## config.mk

```make
export PLATFORM = sky130hd
export DESIGN_NAME = positional_list_engine_unit_flat
export DESIGN_NICKNAME = d
export VERILOG_FILES = /design/src/rtl/ple_pkg.sv /design/src/rtl/ple_if.sv /design/src/rtl/ple_link_ram.sv /design/src/rtl/ple_value_ram.sv /design/src/rtl/ple_ctrl.sv /design/src/rtl/positional_list_engine_unit.sv /design/src/flat_wrapper.sv
export SDC_FILE = /design/constraint.sdc
export NUM_CORES = 1
export LEC_CHECK = 0
export BUFFER_PORTS_ARGS = -buffer_cell sky130_fd_sc_hd__buf_2
export CAP_MARGIN = 25
export CORE_MARGIN = 10
export CORE_UTILIZATION = 25
export DETAILED_ROUTE_END_ITERATION = 8
export SYNTH_ARGS = -nofsm -noshare
export SYNTH_HDL_FRONTEND = slang
export SYNTH_SLANG_ARGS = --single-unit
```

## constraint.sdc

```tcl
create_clock -name clock -period 4.3 [get_ports clock]
set_input_delay 0.86 -clock clock [delete_from_list [all_inputs] [get_ports clock]]
set_output_delay 0.86 -clock clock [all_outputs]
set_load 0.05 [all_outputs]
```

## src/rtl/ple_pkg.sv

```systemverilog
// Shared constants, codes, types and helpers of the positional list engine.
`timescale 1ns / 1ps

package ple_pkg;

   // Sizes
   localparam int CAPACITY = 16;
   localparam int SLOT_W   = $clog2(CAPACITY);
   localparam int LEN_W    = 5;
   localparam int POS_W    = 5;
   localparam int CMD_W    = 2;
   localparam int STAT_W   = 2;
   localparam int DATA_W   = 32;

   // Command codes
   localparam logic [CMD_W-1:0] CMD_INSERT = 2'd0;
   localparam logic [CMD_W-1:0] CMD_DELETE = 2'd1;
   localparam logic [CMD_W-1:0] CMD_READ   = 2'd2;

   // Status codes
   localparam logic [STAT_W-1:0] STAT_OK    = 2'd0;
   localparam logic [STAT_W-1:0] STAT_RANGE = 2'd1;
   localparam logic [STAT_W-1:0] STAT_FULL  = 2'd2;

   // Sequencer states
   typedef enum logic [3:0] {
      ST_IDLE,
      ST_INS_FREE,
      ST_INS_TAKE,
      ST_WALK,
      ST_INS_LINK,
      ST_INS_FIX,
      ST_DEL_HEAD,
      ST_DEL_NEXT,
      ST_DEL_UNLINK,
      ST_DEL_FREE,
      ST_RD_DATA,
      ST_RESPOND
   } state_type;

   // Write port of the link memory
   typedef struct packed {
      logic              en;
      logic [SLOT_W-1:0] addr;
      logic [SLOT_W-1:0] data;
   } link_wr_type;

   // Write port of the value memory
   typedef struct packed {
      logic              en;
      logic [SLOT_W-1:0] addr;
      logic [DATA_W-1:0] data;
   } value_wr_type;

   // Link held by a slot after reset: the following slot, wrapping at the end
   function automatic logic [SLOT_W-1:0] reset_link(input logic [SLOT_W-1:0] slot);
      logic [SLOT_W-1:0] res;
      if (slot == SLOT_W'(CAPACITY - 1)) begin
         res = '0;
      end else begin
         res = slot + SLOT_W'(1);
      end
      return res;
   endfunction

endpackage

```

## src/rtl/ple_if.sv

```systemverilog
// Request and response channel interfaces of the positional list engine.
`timescale 1ns / 1ps

interface ple_req_if import ple_pkg::*; ();
   logic                     valid;
   logic                     ready;
   logic [CMD_W-1:0]         cmd;
   logic [POS_W-1:0]         position;
   logic signed [DATA_W-1:0] value;

   modport source (output valid, cmd, position, value, input ready);
   modport sink   (input valid, cmd, position, value, output ready);
endinterface

interface ple_rsp_if import ple_pkg::*; ();
   logic                     valid;
   logic                     ready;
   logic [STAT_W-1:0]        status;
   logic signed [DATA_W-1:0] read_value;
   logic [LEN_W-1:0]         length;

   modport source (output valid, status, read_value, length, input ready);
   modport sink   (input valid, status, read_value, length, output ready);
endinterface

```

## src/rtl/ple_link_ram.sv

```systemverilog
// Link memory: one read and one write port, registered read, reset chain by valid bits.
`timescale 1ns / 1ps

module ple_link_ram import ple_pkg::*; (
   input  logic              clock,
   input  logic              reset,
   input  logic [SLOT_W-1:0] rd_addr,
   output logic [SLOT_W-1:0] rd_data,
   input  link_wr_type       wr
);

   logic [SLOT_W-1:0]   mem_ff [CAPACITY];
   logic [CAPACITY-1:0] written_ff;
   logic [SLOT_W-1:0]   q_ff;
   logic [SLOT_W-1:0]   addr_ff;
   logic                hit_ff;

   // Write the array and register the read
   always_ff @(posedge clock) begin
      if (wr.en) begin
         mem_ff[wr.addr] <= wr.data;
      end
      q_ff    <= mem_ff[rd_addr];
      addr_ff <= rd_addr;
   end

   // Track which slots hold a written link
   always_ff @(posedge clock) begin
      if (reset) begin
         written_ff <= '0;
         hit_ff     <= 1'b0;
      end else begin
         if (wr.en) begin
            written_ff[wr.addr] <= 1'b1;
         end
         hit_ff <= written_ff[rd_addr];
      end
   end

   // Unwritten slots read as their place on the initial free chain
   assign rd_data = hit_ff ? q_ff : reset_link(addr_ff);

endmodule

```

## src/rtl/ple_value_ram.sv

```systemverilog
// Value memory: one read and one write port, registered read, no reset.
`timescale 1ns / 1ps

module ple_value_ram import ple_pkg::*; (
   input  logic              clock,
   input  logic [SLOT_W-1:0] rd_addr,
   output logic [DATA_W-1:0] rd_data,
   input  value_wr_type      wr
);

   logic [DATA_W-1:0] mem_ff [CAPACITY];
   logic [DATA_W-1:0] q_ff;

   // Write the array and register the read
   always_ff @(posedge clock) begin
      if (wr.en) begin
         mem_ff[wr.addr] <= wr.data;
      end
      q_ff <= mem_ff[rd_addr];
   end

   assign rd_data = q_ff;

endmodule

```

## src/rtl/ple_ctrl.sv

```systemverilog
// Sequencer: checks each request, walks the links and rewrites them, holds the response.
`timescale 1ns / 1ps

module ple_ctrl import ple_pkg::*; (
   input  logic              clock,
   input  logic              reset,
   // request side
   input  logic              req_valid,
   output logic              req_ready,
   input  logic [CMD_W-1:0]  req_cmd,
   input  logic [POS_W-1:0]  req_position,
   input  logic [DATA_W-1:0] req_value,
   // response side
   output logic              rsp_valid,
   input  logic              rsp_ready,
   output logic [STAT_W-1:0] rsp_status,
   output logic [DATA_W-1:0] rsp_read_value,
   output logic [LEN_W-1:0]  rsp_length,
   // memories
   output logic [SLOT_W-1:0] link_rd_addr,
   input  logic [SLOT_W-1:0] link_rd_data,
   output link_wr_type       link_wr,
   output logic [SLOT_W-1:0] value_rd_addr,
   input  logic [DATA_W-1:0] value_rd_data,
   output value_wr_type      value_wr
);

   state_type         state_ff, state_in;
   logic [CMD_W-1:0]  cmd_ff, cmd_in;
   logic [POS_W-1:0]  pos_ff, pos_in;
   logic [DATA_W-1:0] val_ff, val_in;
   logic [STAT_W-1:0] status_ff, status_in;
   logic [DATA_W-1:0] rdv_ff, rdv_in;
   logic [SLOT_W-1:0] first_ff, first_in;
   logic [SLOT_W-1:0] free_ff, free_in;
   logic [LEN_W-1:0]  count_ff, count_in;
   logic [SLOT_W-1:0] s_ff, s_in;
   logic [SLOT_W-1:0] p_ff, p_in;
   logic [SLOT_W-1:0] cur_ff, cur_in;
   logic              pend_ff, pend_in;
   logic [POS_W-1:0]  steps_ff, steps_in;
   logic              rsp_valid_ff, rsp_valid_in;
   logic [STAT_W-1:0] rsp_status_ff, rsp_status_in;
   logic [DATA_W-1:0] rsp_read_ff, rsp_read_in;
   logic [LEN_W-1:0]  rsp_len_ff, rsp_len_in;

   logic              req_fire;
   logic              rsp_load;
   logic [STAT_W-1:0] req_status;
   logic [SLOT_W-1:0] cur_now;
   logic              pos_zero;

   assign req_ready = (state_ff == ST_IDLE);
   assign req_fire  = req_valid && req_ready;
   assign rsp_load  = (state_ff == ST_RESPOND) && (!rsp_valid_ff || rsp_ready);
   assign pos_zero  = (pos_ff == '0);

   // Current walk slot: fresh link data while a hop is in flight
   assign cur_now = pend_ff ? link_rd_data : cur_ff;

   // Check the request against the list length
   always_comb begin
      case (req_cmd)
         CMD_INSERT: begin
            if (LEN_W'(req_position) > count_ff) begin
               req_status = STAT_RANGE;
            end else if (count_ff == LEN_W'(CAPACITY)) begin
               req_status = STAT_FULL;
            end else begin
               req_status = STAT_OK;
            end
         end
         CMD_DELETE, CMD_READ: begin
            req_status = (LEN_W'(req_position) >= count_ff) ? STAT_RANGE : STAT_OK;
         end
         default: req_status = STAT_OK;
      endcase
   end

   // Next state
   always_comb begin
      state_in = state_ff;
      case (state_ff)
         ST_IDLE: begin
            if (req_fire) begin
               if (req_status != STAT_OK) begin
                  state_in = ST_RESPOND;
               end else begin
                  case (req_cmd)
                     CMD_INSERT: state_in = ST_INS_FREE;
                     CMD_DELETE: state_in = (req_position == '0) ? ST_DEL_HEAD : ST_WALK;
                     CMD_READ:   state_in = ST_WALK;
                     default:    state_in = ST_RESPOND;
                  endcase
               end
            end
         end
         ST_INS_FREE:   state_in = ST_INS_TAKE;
         ST_INS_TAKE:   state_in = pos_zero ? ST_RESPOND : ST_WALK;
         ST_WALK: begin
            if (steps_ff == '0) begin
               case (cmd_ff)
                  CMD_INSERT: state_in = ST_INS_LINK;
                  CMD_DELETE: state_in = ST_DEL_NEXT;
                  default:    state_in = ST_RD_DATA;
               endcase
            end
         end
         ST_INS_LINK:   state_in = ST_INS_FIX;
         ST_INS_FIX:    state_in = ST_RESPOND;
         ST_DEL_HEAD:   state_in = ST_DEL_UNLINK;
         ST_DEL_NEXT:   state_in = ST_DEL_UNLINK;
         ST_DEL_UNLINK: state_in = ST_DEL_FREE;
         ST_DEL_FREE:   state_in = ST_RESPOND;
         ST_RD_DATA:    state_in = ST_RESPOND;
         ST_RESPOND: begin
            if (rsp_load) begin
               state_in = ST_IDLE;
            end
         end
         default:       state_in = ST_IDLE;
      endcase
   end

   // Memory reads and writes per state
   always_comb begin
      link_rd_addr  = cur_now;
      value_rd_addr = cur_now;
      link_wr       = '0;
      value_wr      = '0;
      case (state_ff)
         ST_INS_FREE: link_rd_addr = free_ff;
         ST_INS_TAKE: begin
            value_wr.en   = 1'b1;
            value_wr.addr = s_ff;
            value_wr.data = val_ff;
            if (pos_zero) begin
               link_wr.en   = 1'b1;
               link_wr.addr = s_ff;
               link_wr.data = first_ff;
            end
         end
         ST_INS_LINK: begin
            link_wr.en   = 1'b1;
            link_wr.addr = s_ff;
            link_wr.data = link_rd_data;
         end
         ST_INS_FIX: begin
            link_wr.en   = 1'b1;
            link_wr.addr = p_ff;
            link_wr.data = s_ff;
         end
         ST_DEL_HEAD: link_rd_addr = first_ff;
         ST_DEL_NEXT: link_rd_addr = link_rd_data;
         ST_DEL_UNLINK: begin
            if (!pos_zero) begin
               link_wr.en   = 1'b1;
               link_wr.addr = p_ff;
               link_wr.data = link_rd_data;
            end
         end
         ST_DEL_FREE: begin
            link_wr.en   = 1'b1;
            link_wr.addr = s_ff;
            link_wr.data = free_ff;
         end
         default: begin
            link_wr  = '0;
            value_wr = '0;
         end
      endcase
   end

   // Datapath and list head updates
   always_comb begin
      cmd_in        = cmd_ff;
      pos_in        = pos_ff;
      val_in        = val_ff;
      status_in     = status_ff;
      rdv_in        = rdv_ff;
      first_in      = first_ff;
      free_in       = free_ff;
      count_in      = count_ff;
      s_in          = s_ff;
      p_in          = p_ff;
      cur_in        = cur_ff;
      pend_in       = pend_ff;
      steps_in      = steps_ff;
      rsp_status_in = rsp_status_ff;
      rsp_read_in   = rsp_read_ff;
      rsp_len_in    = rsp_len_ff;
      case (state_ff)
         ST_IDLE: begin
            if (req_fire) begin
               cmd_in    = req_cmd;
               pos_in    = req_position;
               val_in    = req_value;
               status_in = req_status;
               rdv_in    = '0;
               s_in      = (req_cmd == CMD_DELETE) ? first_ff : free_ff;
               cur_in    = first_ff;
               pend_in   = 1'b0;
               steps_in  = (req_cmd == CMD_READ) ? req_position
                                                 : req_position - POS_W'(1);
            end
         end
         ST_INS_TAKE: begin
            free_in = link_rd_data;
            if (pos_zero) begin
               first_in = s_ff;
               count_in = count_ff + LEN_W'(1);
            end
         end
         ST_WALK: begin
            cur_in = cur_now;
            p_in   = cur_now;
            if (steps_ff != '0) begin
               pend_in  = 1'b1;
               steps_in = steps_ff - POS_W'(1);
            end else begin
               pend_in = 1'b0;
            end
         end
         ST_INS_FIX: count_in = count_ff + LEN_W'(1);
         ST_DEL_NEXT: s_in = link_rd_data;
         ST_DEL_UNLINK: begin
            if (pos_zero) begin
               first_in = link_rd_data;
            end
         end
         ST_DEL_FREE: begin
            free_in  = s_ff;
            count_in = count_ff - LEN_W'(1);
         end
         ST_RD_DATA: rdv_in = value_rd_data;
         ST_RESPOND: begin
            if (rsp_load) begin
               rsp_status_in = status_ff;
               rsp_read_in   = rdv_ff;
               rsp_len_in    = count_ff;
            end
         end
         default: cmd_in = cmd_ff;
      endcase
   end

   // Response valid: set on load, drop when taken
   always_comb begin
      rsp_valid_in = rsp_valid_ff;
      if (rsp_load) begin
         rsp_valid_in = 1'b1;
      end else if (rsp_ready) begin
         rsp_valid_in = 1'b0;
      end
   end

   // Control registers
   always_ff @(posedge clock) begin
      if (reset) begin
         state_ff     <= ST_IDLE;
         first_ff     <= '0;
         free_ff      <= '0;
         count_ff     <= '0;
         pend_ff      <= 1'b0;
         rsp_valid_ff <= 1'b0;
      end else begin
         state_ff     <= state_in;
         first_ff     <= first_in;
         free_ff      <= free_in;
         count_ff     <= count_in;
         pend_ff      <= pend_in;
         rsp_valid_ff <= rsp_valid_in;
      end
   end

   // Payload registers
   always_ff @(posedge clock) begin
      cmd_ff        <= cmd_in;
      pos_ff        <= pos_in;
      val_ff        <= val_in;
      status_ff     <= status_in;
      rdv_ff        <= rdv_in;
      s_ff          <= s_in;
      p_ff          <= p_in;
      cur_ff        <= cur_in;
      steps_ff      <= steps_in;
      rsp_status_ff <= rsp_status_in;
      rsp_read_ff   <= rsp_read_in;
      rsp_len_ff    <= rsp_len_in;
   end

   assign rsp_valid      = rsp_valid_ff;
   assign rsp_status     = rsp_status_ff;
   assign rsp_read_value = rsp_read_ff;
   assign rsp_length     = rsp_len_ff;

   // Length never exceeds the capacity
   a_count_cap: assert property (@(posedge clock) disable iff (reset)
      count_ff <= LEN_W'(CAPACITY))
      else $error("entry count above capacity");

   // A slot is taken from the free chain only when one is left
   a_take_room: assert property (@(posedge clock) disable iff (reset)
      (state_ff == ST_INS_TAKE) |-> (count_ff < LEN_W'(CAPACITY)))
      else $error("slot taken from an empty free chain");

   // A slot is returned only while the list holds an entry
   a_free_nonempty: assert property (@(posedge clock) disable iff (reset)
      (state_ff == ST_DEL_FREE) |-> (count_ff != '0))
      else $error("slot freed from an empty list");

   // A new response appears only out of the respond state
   a_rsp_source: assert property (@(posedge clock) disable iff (reset)
      $rose(rsp_valid_ff) |-> ($past(state_ff) == ST_RESPOND))
      else $error("response raised outside respond state");

   // Length holds across a cycle spent idle
   a_idle_len: assert property (@(posedge clock) disable iff (reset)
      (state_ff == ST_IDLE) |=> $stable(count_ff))
      else $error("length changed from idle");

endmodule

```

## src/rtl/positional_list_engine_unit.sv

```systemverilog
// Top level of the positional list engine: sequencer plus link and value memories.
//
//   channel   direction   carries
//   req_bus   in          cmd, position, value
//   rsp_bus   out         status, read_value, length
//
// One request at a time. A rejected or unknown command goes straight to its
// response; a read, a delete or an insert walks to its position (an insert or
// a delete at the front does not): the walk follows one link per cycle
// through the link memory's single read port.
// Reset is synchronous; the link memory reads as the full free chain at once.
// A response waits in its output register while the next request is taken;
// a stall on rsp_bus holds the sequencer only once its next response is ready.
`timescale 1ns / 1ps

module positional_list_engine_unit import ple_pkg::*; (
   input  logic   clock,
   input  logic   reset,
   ple_req_if.sink   req_bus,
   ple_rsp_if.source rsp_bus
);

   logic [SLOT_W-1:0] link_rd_addr;
   logic [SLOT_W-1:0] link_rd_data;
   link_wr_type       link_wr;
   logic [SLOT_W-1:0] value_rd_addr;
   logic [DATA_W-1:0] value_rd_data;
   value_wr_type      value_wr;
   logic [DATA_W-1:0] rsp_read_value;

   ple_ctrl u_ctrl (
      .clock          (clock),
      .reset          (reset),
      .req_valid      (req_bus.valid),
      .req_ready      (req_bus.ready),
      .req_cmd        (req_bus.cmd),
      .req_position   (req_bus.position),
      .req_value      (req_bus.value),
      .rsp_valid      (rsp_bus.valid),
      .rsp_ready      (rsp_bus.ready),
      .rsp_status     (rsp_bus.status),
      .rsp_read_value (rsp_read_value),
      .rsp_length     (rsp_bus.length),
      .link_rd_addr   (link_rd_addr),
      .link_rd_data   (link_rd_data),
      .link_wr        (link_wr),
      .value_rd_addr  (value_rd_addr),
      .value_rd_data  (value_rd_data),
      .value_wr       (value_wr)
   );

   assign rsp_bus.read_value = rsp_read_value;

   ple_link_ram u_link_ram (
      .clock   (clock),
      .reset   (reset),
      .rd_addr (link_rd_addr),
      .rd_data (link_rd_data),
      .wr      (link_wr)
   );

   ple_value_ram u_value_ram (
      .clock   (clock),
      .rd_addr (value_rd_addr),
      .rd_data (value_rd_data),
      .wr      (value_wr)
   );

endmodule
```

## src/flat_wrapper.sv

```systemverilog
// flat-port wrapper written by rule: the top's interface ports become plain ports
module positional_list_engine_unit_flat import ple_pkg::*;
  (clock, reset, req_bus_valid, req_bus_cmd, req_bus_position, req_bus_value, req_bus_ready, rsp_bus_valid, rsp_bus_status, rsp_bus_read_value, rsp_bus_length, rsp_bus_ready);
  ple_req_if req_bus_i ();
  ple_rsp_if rsp_bus_i ();
  input  logic clock;
  input  logic reset;
  input wire logic [$bits(req_bus_i.valid)-1:0] req_bus_valid;
  input wire logic [$bits(req_bus_i.cmd)-1:0] req_bus_cmd;
  input wire logic [$bits(req_bus_i.position)-1:0] req_bus_position;
  input wire logic [$bits(req_bus_i.value)-1:0] req_bus_value;
  output wire logic [$bits(req_bus_i.ready)-1:0] req_bus_ready;
  output wire logic [$bits(rsp_bus_i.valid)-1:0] rsp_bus_valid;
  output wire logic [$bits(rsp_bus_i.status)-1:0] rsp_bus_status;
  output wire logic [$bits(rsp_bus_i.read_value)-1:0] rsp_bus_read_value;
  output wire logic [$bits(rsp_bus_i.length)-1:0] rsp_bus_length;
  input wire logic [$bits(rsp_bus_i.ready)-1:0] rsp_bus_ready;
  assign req_bus_i.valid = req_bus_valid;
  assign req_bus_i.cmd = req_bus_cmd;
  assign req_bus_i.position = req_bus_position;
  assign req_bus_i.value = req_bus_value;
  assign req_bus_ready = req_bus_i.ready;
  assign rsp_bus_valid = rsp_bus_i.valid;
  assign rsp_bus_status = rsp_bus_i.status;
  assign rsp_bus_read_value = rsp_bus_i.read_value;
  assign rsp_bus_length = rsp_bus_i.length;
  assign rsp_bus_i.ready = rsp_bus_ready;
  positional_list_engine_unit u_core (.clock(clock), .reset(reset), .req_bus(req_bus_i), .rsp_bus(rsp_bus_i));
endmodule
```

# Yosys cells after proc, flatten, opt, wreduce, memory -nomap -nowiden

Memory sizes are Yosys's and may differ from the RTL's. A register that Yosys moved wholly into a read port is not among the register bits.
Index checks and enable logic that the tools add are counted.
Widths: inputs -> output; s select.

Register bits after elaboration: 169
Latch bits: 0
Word-level logic and storage cells: 139
Memory bits (read-only): 0
Input port bits: 43
Memories kept: 2
Bits in writable memories: 576

Add/subtract/negate cells: 5
Multiply operators: 0
Reductions and logical operators: 32
$lt $le $gt $ge: 5
Multiplexer cells: 51
Bitwise gates (word level): 1
Equality and inequality tests: 22
Div/mod/pow operators: 0
Shift operators: 0

Memory list:

| name                      | words | bits a word | read ports | clocked after memory_dff | wr ports | line                | RTL |
|---|---|---|---|---|---|---|---|
| u_core.u_value_ram.mem_ff | 16    | 32          | 1          | 1                        | 1        | ple_value_ram.sv:11 | `logic [DATA_W-1:0] mem_ff [CAPACITY];` |
| u_core.u_link_ram.mem_ff  | 16    | 4           | 1          | 1                        | 1        | ple_link_ram.sv:12  | `logic [SLOT_W-1:0] mem_ff [CAPACITY];` |

Operators with widths:

| kind                | count |
|---|---|
| $pmux 32 s2         | 1 |
| $mux 4              | 13 |
| $pmux 9 s5          | 1 |
| $pmux 4 s2          | 5 |
| $mux 37             | 1 |
| $pmux 4 s9          | 1 |
| $mux 32             | 1 |
| $pmux 4 s3          | 2 |
| $eq 4x4->1 const B  | 5 |
| $mux 5              | 4 |
| $mux 9              | 2 |
| $eq 4x3->1 const B  | 4 |
| $or 16x16->16       | 1 |
| $logic_not 5->1     | 3 |
| $pmux 5 s3          | 1 |
| $sub 5x1->5 const B | 3 |
| $reduce_bool 2->1   | 7 |
| $reduce_and 2->1    | 6 |
| $mux 1              | 11 |
| $lt 4x5->1 const B  | 2 |
| $ne 2x2->1 const B  | 5 |
| $pmux 5 s2          | 1 |
| $reduce_and 3->1    | 3 |
| $eq 4x2->1 const B  | 2 |
| 25 further kinds    | 31 |

# Logic depth before layout (Yosys ltp)

Gate-level depths: netlist of the first run.

Word-level depth: 10
Mapped depth: 12
Mapped depth without buffers: 10

# Modules after synthesis

From an unflattened synthesis of the first run, not the netlist that was laid out.

Cell total of the unflattened synthesis: 1,572
Area, all modules: 29,863.6 sq um

Modules (own cells, without submodules):

| module        | times used | cells an instance | area an instance (sq um) |
|---|---|---|---|
| ple_value_ram | 1          | 838               | 19,835.3 |
| ple_ctrl      | 1          | 526               | 6,628.9 |
| ple_link_ram  | 1          | 208               | 3,399.5 |

# Least setup slack after synthesis of the first run

Ideal clock, no wire load.

Path kind: flip-flop to flip-flop
From: reg u_core.u_ctrl.state_ff[3]
To: reg u_core.u_ctrl.rdv_ff[0], enable pin
Clock period less this slack: 4.966 ns
Required time: 3.912 ns
Path slack: -0.666 ns
Stages on the path, launching flop included: 7
Arrival time: 4.578 ns
Cell sequence: dfxtp_1 -> buf_2 -> buf_2 -> nor4_1 -> nand2_1 -> inv_1 -> a21o_1

Cells in the longest elaborated chain, start to end: 4
Elaborated cells between the ends (all ways): 6

Ends and longest elaborated chain:

| element                      | line               | RTL |
|---|---|---|
| from (decl)                  | ple_ctrl.sv:28     | `state_type state_ff, state_in;` |
| from (signal assigned)       | ple_ctrl.sv:267    | `state_ff <= state_in;` |
| $logic_not 4->1 *            | ple_ctrl.sv:53     | `assign req_ready = (state_ff == ST_IDLE);` |
| net req_bus_ready            | flat_wrapper.sv:12 | `output wire logic [$bits(req_bus_i.ready)-1:0] req_bus_ready;` |
| $logic_and 1x1->1            | ple_ctrl.sv:54     | `assign req_fire = req_valid && req_ready;` |
| $ne 2x1->1 (no line)         | -                  |  |
| $reduce_and 2->1 (no line) * | -                  |  |
| to (signal assigned)         | ple_ctrl.sv:282    | `rdv_ff <= rdv_in;` |
| to (decl)                    | ple_ctrl.sv:33     | `logic [DATA_W-1:0] rdv_ff, rdv_in;` |

The timed path passes the listed nets; every way through them passes the cells marked *.
A chain may end at the register's enable or synchronous reset.

# Worst setup path in the final report of the first run

From: reg u_core.u_ctrl.state_ff[1]
To: reg u_core.u_link_ram.q_ff[0], read port of u_core.u_link_ram.mem_ff

Cells in the longest elaborated chain, start to end: 2
Elaborated cells between the ends (all ways): 4

Ends and longest elaborated chain:

| element                                         | line               | RTL |
|---|---|---|
| $eq 4x3->1 / $eq 4x1->1 (equally long branches) | ple_ctrl.sv:131    | `case (state_ff)` |
| $pmux 4 s3 *                                    | ple_ctrl.sv:131    |  |
| to (decl)                                       | ple_link_ram.sv:14 | `logic [SLOT_W-1:0] q_ff;` |

Every way passes the cells marked *; elsewhere a longest branch is shown, timed or not.

==> metrics, run 1 <==
outcome completed; Worst-Skew Late Latency 0.65 ns; antenna-violating nets left 0; Initial Utilization 25.2%; area grow syn2layout 16.9%; fmax 297 MHz; post-synthesis sequential area ratio 74.0%; router iterations before antenna repair 5; clock root buffer clkbuf_16; hold slack final 0.377 ns; post-CTS setup buffers 0; Cells after Synth 1787; initial DRC count 1519; post-cts resize count 0; setup TNS 0 ns; pin count of the biggest net entering global routing 66; commonest non-fill, non-tap cells in the layout edfxtp_1 (705), nand2_1 (206), mux4_2 (123); core area 0.122 sq mm; max cap viols 0; Cell Area, Synth 0.0307 sq mm; fin. max-slew vios 0; Site Rows 128; Async SR Flop Fraction 0%; wire per inst 20.4 um; fraction of layout cells with a size suffix above 1 21.6%; CTS max path bufs 3; Clock Pin Slew Worst Setup and Hold Paths 0.06 ns; crit share post-route 78.3%; number of filler cells placed in the layout 11900; post-synthesis register bit count 781; VDD IR max 0.000377 V; distinct cell type count after synthesis 78; Final Setup Violations 0; clock skew 0.0316 ns; # nets final 1952; RSZ-0062 raised after global routing no; CP required 4.81 ns; Max FO, Critical Path 23; DRC 0; Avg Cell Area, Syn 17.2 sq um; post-layout util 29.4%; CTS tree yes; number of synthesized flops with an enable pin 705; Vias/cell 4.47; Ports 84; placed insts 3434; Hold Buf Count CTS 0; commonest non-fill, non-tap cell in the layout edfxtp_1; die width 370 um; number of global-route vias before repair 16600; Hold WC Path Type input pin to flip-flop; max_slew headroom 36.0%; HPWL Detailed 43900 um; final hold violation count 0; Leak 11.9 nW; total grt overflow 0; Port-buffer cells 83; die footprint 0.137 sq mm; DR vias 16000; CP Launch Type flip-flop; CTS HTree Levels 3; Crit path arrival time 3.87 ns; first-pass GRT wire length 110000 um; ant diodes 0; Final min period 3.37 ns; top_reg_cell synth edfxtp_1; Yosys warning total 0; Power Dens Cells 645 mW/mm^2; gr usage total 10.5%; endpoint class of the critical path flip-flop; kind of critical path flip-flop to flip-flop; final non-filler cell total 3582; syn nets 1848; Routed Wire Length 73000 um; Slew @ Worst Pin 0.960 ns; chip height 370 um; RD Place Congestion 0.802; Num CTS Buffers 79; initial antenna violation count 5; CTS Sinks 781
==> critical path, cell delays in order, from the launching register on <==
cell	delay (ns)
dfxtp_1	0.78
nor3b_1	0.16
a22oi_1	0.41
a2bb2oi_2	0.76
a21boi_0	0.24
a211oi_1	0.27
a311oi_1	0.08
or4_1	0.53
==> stage by stage <==
| step | setup slack (ns) | power (W) | cell area [sq um] |
|---|---|---|---|
| final | 0.935 | 0.0231 | 35900 |
| after global routing | 0.616 | 0.0242 | 35900 |
| after CTS | 0.912 | 0.0234 | 35800 |
| after detailed placement | 0.932 | 0.0162 | 33100 |
| after global placement | 0.980 | 0.0161 | 33100 |
| after floorplan | 0.155 | 0.0144 | 30700 |
==> Yosys cell counts, drive strengths merged, types with 3 or more instances <==
library cell	number	share of area [%]
nand2	206	2.5
buf	43	1.3
mux4	128	9.5
a221oi	3	0.086
a31oi	36	0.73
and3	100	2.0
a31o	4	0.11
o211ai	3	0.073
nor2b	10	0.20
clkbuf	61	0.75
o21ai	28	0.47
a311oi	17	0.49
nor4	4	0.082
o22ai	9	0.18
nor3	13	0.21
a22oi	11	0.27
nand2b	8	0.16
and2	3	0.061
or4	5	0.12
nand3	15	0.24
a21oi	45	0.73
edfxtp	705	69
a21o	7	0.17
mux2	4	0.15
a221o	6	0.20
a21boi	18	0.45
mux2i	6	0.20
a211oi	22	0.54
dfxtp	76	5.0
ha	17	0.69
inv	32	0.39
xor2	5	0.14
or3	4	0.082
nand4	5	0.10
or2	5	0.10
o21a	4	0.12
nor2	78	1.0
xnor2	7	0.20
o22a	3	0.086
==> area by class of cell <==
type | instances | area [sq um] | share of cell area (%)
clock buffer | 108 | 2170 | 6.04
clock inverter | 39 | 556 | 1.55
inverter | 32 | 123 | 0.342
multi-input combinational | 870 | 7370 | 20.6
sequential | 781 | 22700 | 63.3
tap | 1625 | 2030 | 5.67
timing repair buffer | 127 | 916 | 2.55
==> registers in the layout, indices dropped and copies added, names as in the netlist, 5 cells and up <==
register,cells
u_core.u_ctrl.count_ff,5
u_core.u_ctrl.pos_ff,5
u_core.u_ctrl.rdv_ff,32
u_core.u_ctrl.rsp_length,5
u_core.u_ctrl.rsp_read_value,32
u_core.u_ctrl.steps_ff,5
u_core.u_ctrl.val_ff,32
u_core.u_link_ram.mem_ff,64
u_core.u_link_ram.written_ff,16
u_core.u_value_ram.mem_ff,512
u_core.u_value_ram.rd_data,32
==> layer usage <==
metal	share of wire (%)	track usage, %	routed length [um]	up-vias
li1	-	-	-	7261
met3	6.1	2.29	4490	106
met5	0.060	0	44	-
met2	48	17.4	35400	431
met1	43	13.6	31500	8193
met4	2.2	3.19	1570	8
==> logic make-up (layout without fill, tap and decap cells) <==
logic type	Yosys count	after routing	share of synthesized area, %
flops	781	781	74.0
simple gates	467	467	7.25
compound gates	235	235	5.37
mux	138	138	9.80
buf+inv	136	306	2.47
fa+ha+maj	18	18	0.759
xor+xnor	12	12	0.343
==> power breakdown <==
group	internal [W]	leakage [nW]	switching, W	total, W
sequential	0.00951	7.16	0.000458	0.00996
combinational	0.00226	3.44	0.00374	0.00599
clock	0.00419	1.32	0.00297	0.00716
==> final timing paths <==
kind                                                 start                     endpoint  slack, ns  cells after the start
worst max-delay path             u_core.u_ctrl.state_ff[1]    u_core.u_link_ram.q_ff[0]       0.93                      7
worst min-delay path                      req_bus_value[8]      u_core.u_ctrl.val_ff[8]       0.38                      1
worst min register to register  u_core.u_ctrl.status_ff[1]  u_core.u_ctrl.rsp_status[1]       0.42                      0
worst max register to register   u_core.u_ctrl.state_ff[1]    u_core.u_link_ram.q_ff[0]       0.93                      7
Power figures use the tool's default switching activity.
==> run 2: changes to the inputs <==
- clock period: 4.3 -> 2.9 ns (I/O delays scaled with it)
==> metrics, run 2 (same netlist as run 1, synthesis figures left out) <==
setup TNS 0 ns (unchanged); max cap viols 0 (unchanged); reg2reg setup slack 0.14 ns (was 0.93 ns); router iterations before antenna repair 6 (was 5); CTS max path bufs 3 (unchanged); HPWL Detailed 46100 um (was 43900 um); post-layout util 30.0% (was 29.4%); max_slew headroom 48.9% (was 36.0%); CTS HTree Levels 3 (unchanged); ant diodes 0 (unchanged); CTS Sinks 781 (unchanged); die footprint 0.137 sq mm (unchanged); area grow syn2layout 19.1% (was 16.9%); outcome completed (unchanged); Final Setup Violations 0 (unchanged); clock root buffer clkbuf_16 (unchanged); initial DRC count 1509 (was 1519); Crit path arrival time 3.26 ns (was 3.87 ns); Num CTS Buffers 79 (unchanged); commonest non-fill, non-tap cell in the layout edfxtp_1 (unchanged); CP required 3.39 ns (was 4.81 ns); fin. max-slew vios 0 (unchanged); RSZ-0062 raised after global routing yes (was no); crit share post-route 95.3% (was 78.3%); Ports 84 (unchanged); Max FO, Critical Path 25 (was 23); hold slack final 0.111 ns (was 0.377 ns); fmax 362 MHz (was 297 MHz); Initial Utilization 25.2% (unchanged); max reg flops 512 (unchanged); Most flops, register u_core.u_value_ram.mem_ff (unchanged); Hold WC Path Type input pin to flip-flop (unchanged); # nets final 1999 (was 1952); final hold violation count 0 (unchanged); Vias/cell 4.57 (was 4.47); total grt overflow 0 (unchanged); VDD IR max 0.000512 V (was 0.000377 V); Worst-Skew Late Latency 0.65 ns (about the same); chip height 370 um (unchanged); Slew @ Worst Pin 0.766 ns (was 0.960 ns); DR vias 16600 (was 16000); CTS tree yes (unchanged); commonest non-fill, non-tap cells in the layout edfxtp_1 (705), nand2_1 (205), mux4_2 (123) (was edfxtp_1 (705), nand2_1 (206), mux4_2 (123)); fraction of layout cells with a size suffix above 1 23.3% (was 21.6%); DRC 0 (unchanged); endpoint class of the critical path flip-flop (unchanged); core area 0.122 sq mm (unchanged); initial antenna violation count 4 (was 5); first-pass GRT wire length 113000 um (was 110000 um); Leak 12.2 nW (was 11.9 nW); clock skew 0.0377 ns (was 0.0316 ns); Register Area 0.0227 sq mm (unchanged); largest registers u_core.u_value_ram.mem_ff x512, u_core.u_link_ram.mem_ff x64 (unchanged); Routed Wire Length 75400 um (was 73000 um); area of the multi-input gates 0.00742 sq mm (was 0.00737 sq mm); pin count of the biggest net entering global routing 70 (was 66); gr usage total 10.8% (was 10.5%); number of global-route vias before repair 17200 (was 16600); Site Rows 128 (unchanged); RD Place Congestion 0.822 (was 0.802); post-CTS setup buffers 0 (unchanged); Port-buffer cells 83 (unchanged); antenna-violating nets left 0 (unchanged); Power Dens Cells 950 mW/mm^2 (was 645 mW/mm^2); kind of critical path flip-flop to flip-flop (unchanged); die width 370 um (unchanged); CP Launch Type flip-flop (unchanged); Final min period 2.76 ns (was 3.37 ns); Clock Pin Slew Worst Setup and Hold Paths 0.06 ns (about the same); number of filler cells placed in the layout 11800 (was 11900); wire per inst 20.8 um (was 20.4 um)
run 2: power breakdown:
part,total (W),switching (W),internal [W],leakage [nW]
combinational,0.00980,0.00584,0.00396,3.78
clock,0.0101,0.00435,0.00578,1.27
sequential,0.0147,0.000643,0.0141,7.16
run 2: layout make-up:
| cell class | instances | area share [%] |
|---|---|---|
| Clock buffer | 103 | 5.83 |
| Clock inverter | 43 | 1.30 |
| Inverter | 32 | 0.346 |
| Multi-Input combinational cell | 870 | 20.3 |
| Sequential cell | 781 | 62.2 |
| Tap cell | 1625 | 5.57 |
| Timing Repair Buffer | 174 | 4.48 |
run 2: metal layers:
layer | global-route usage [%] | wire length (um) | up-vias
met5 | 0 | 0 | -
met4 | 3.33 | 1770 | 0
met3 | 1.64 | 4140 | 126
met2 | 18.0 | 36600 | 504
met1 | 14.3 | 32800 | 8586
li1 | - | - | 7350
run 2: per-stage QoR:
step	total power, W	std cells	setup WS [ns]	cell area, sq um
floorplan	0.0213	1787	-0.407	30700
global placement	0.0248	3482	0.101	33900
detailed placement	0.0249	3482	0.109	33900
CTS	0.0350	3628	0.0927	36500
global route	0.0363	3628	-0.0294	36500
finish	0.0347	3628	0.138	36500
run 2: final timing paths:
check | startpoint | to | cells past startpoint
min reg2reg | u_core.u_ctrl.rdv_ff[23] | u_core.u_ctrl.rsp_read_value[23] | 0
max | u_core.u_link_ram.addr_ff[0] | u_core.u_value_ram.rd_data[13] | 10
min | req_bus_value[0] | u_core.u_ctrl.val_ff[0] | 1
max reg2reg | u_core.u_link_ram.addr_ff[0] | u_core.u_value_ram.rd_data[13] | 10
run 2: worst max-delay path: stages (launching register included):
cell and delay (ns):
dfxtp_1 0.34, ha_1 0.24, a311o_1 0.30, a21boi_2 0.27, or2_4 0.21, buf_12 0.24, buf_12 0.20, mux4_2 0.49
nand2_1 0.10, and3_1 0.15, a31oi_1 0.05
run 2: repair_timing:
item,in CTS,in global routing
resized for setup,0,2
hold buffers,0,0
endpoints found under the hold margin,0,0
setup endpoints to repair,0,19
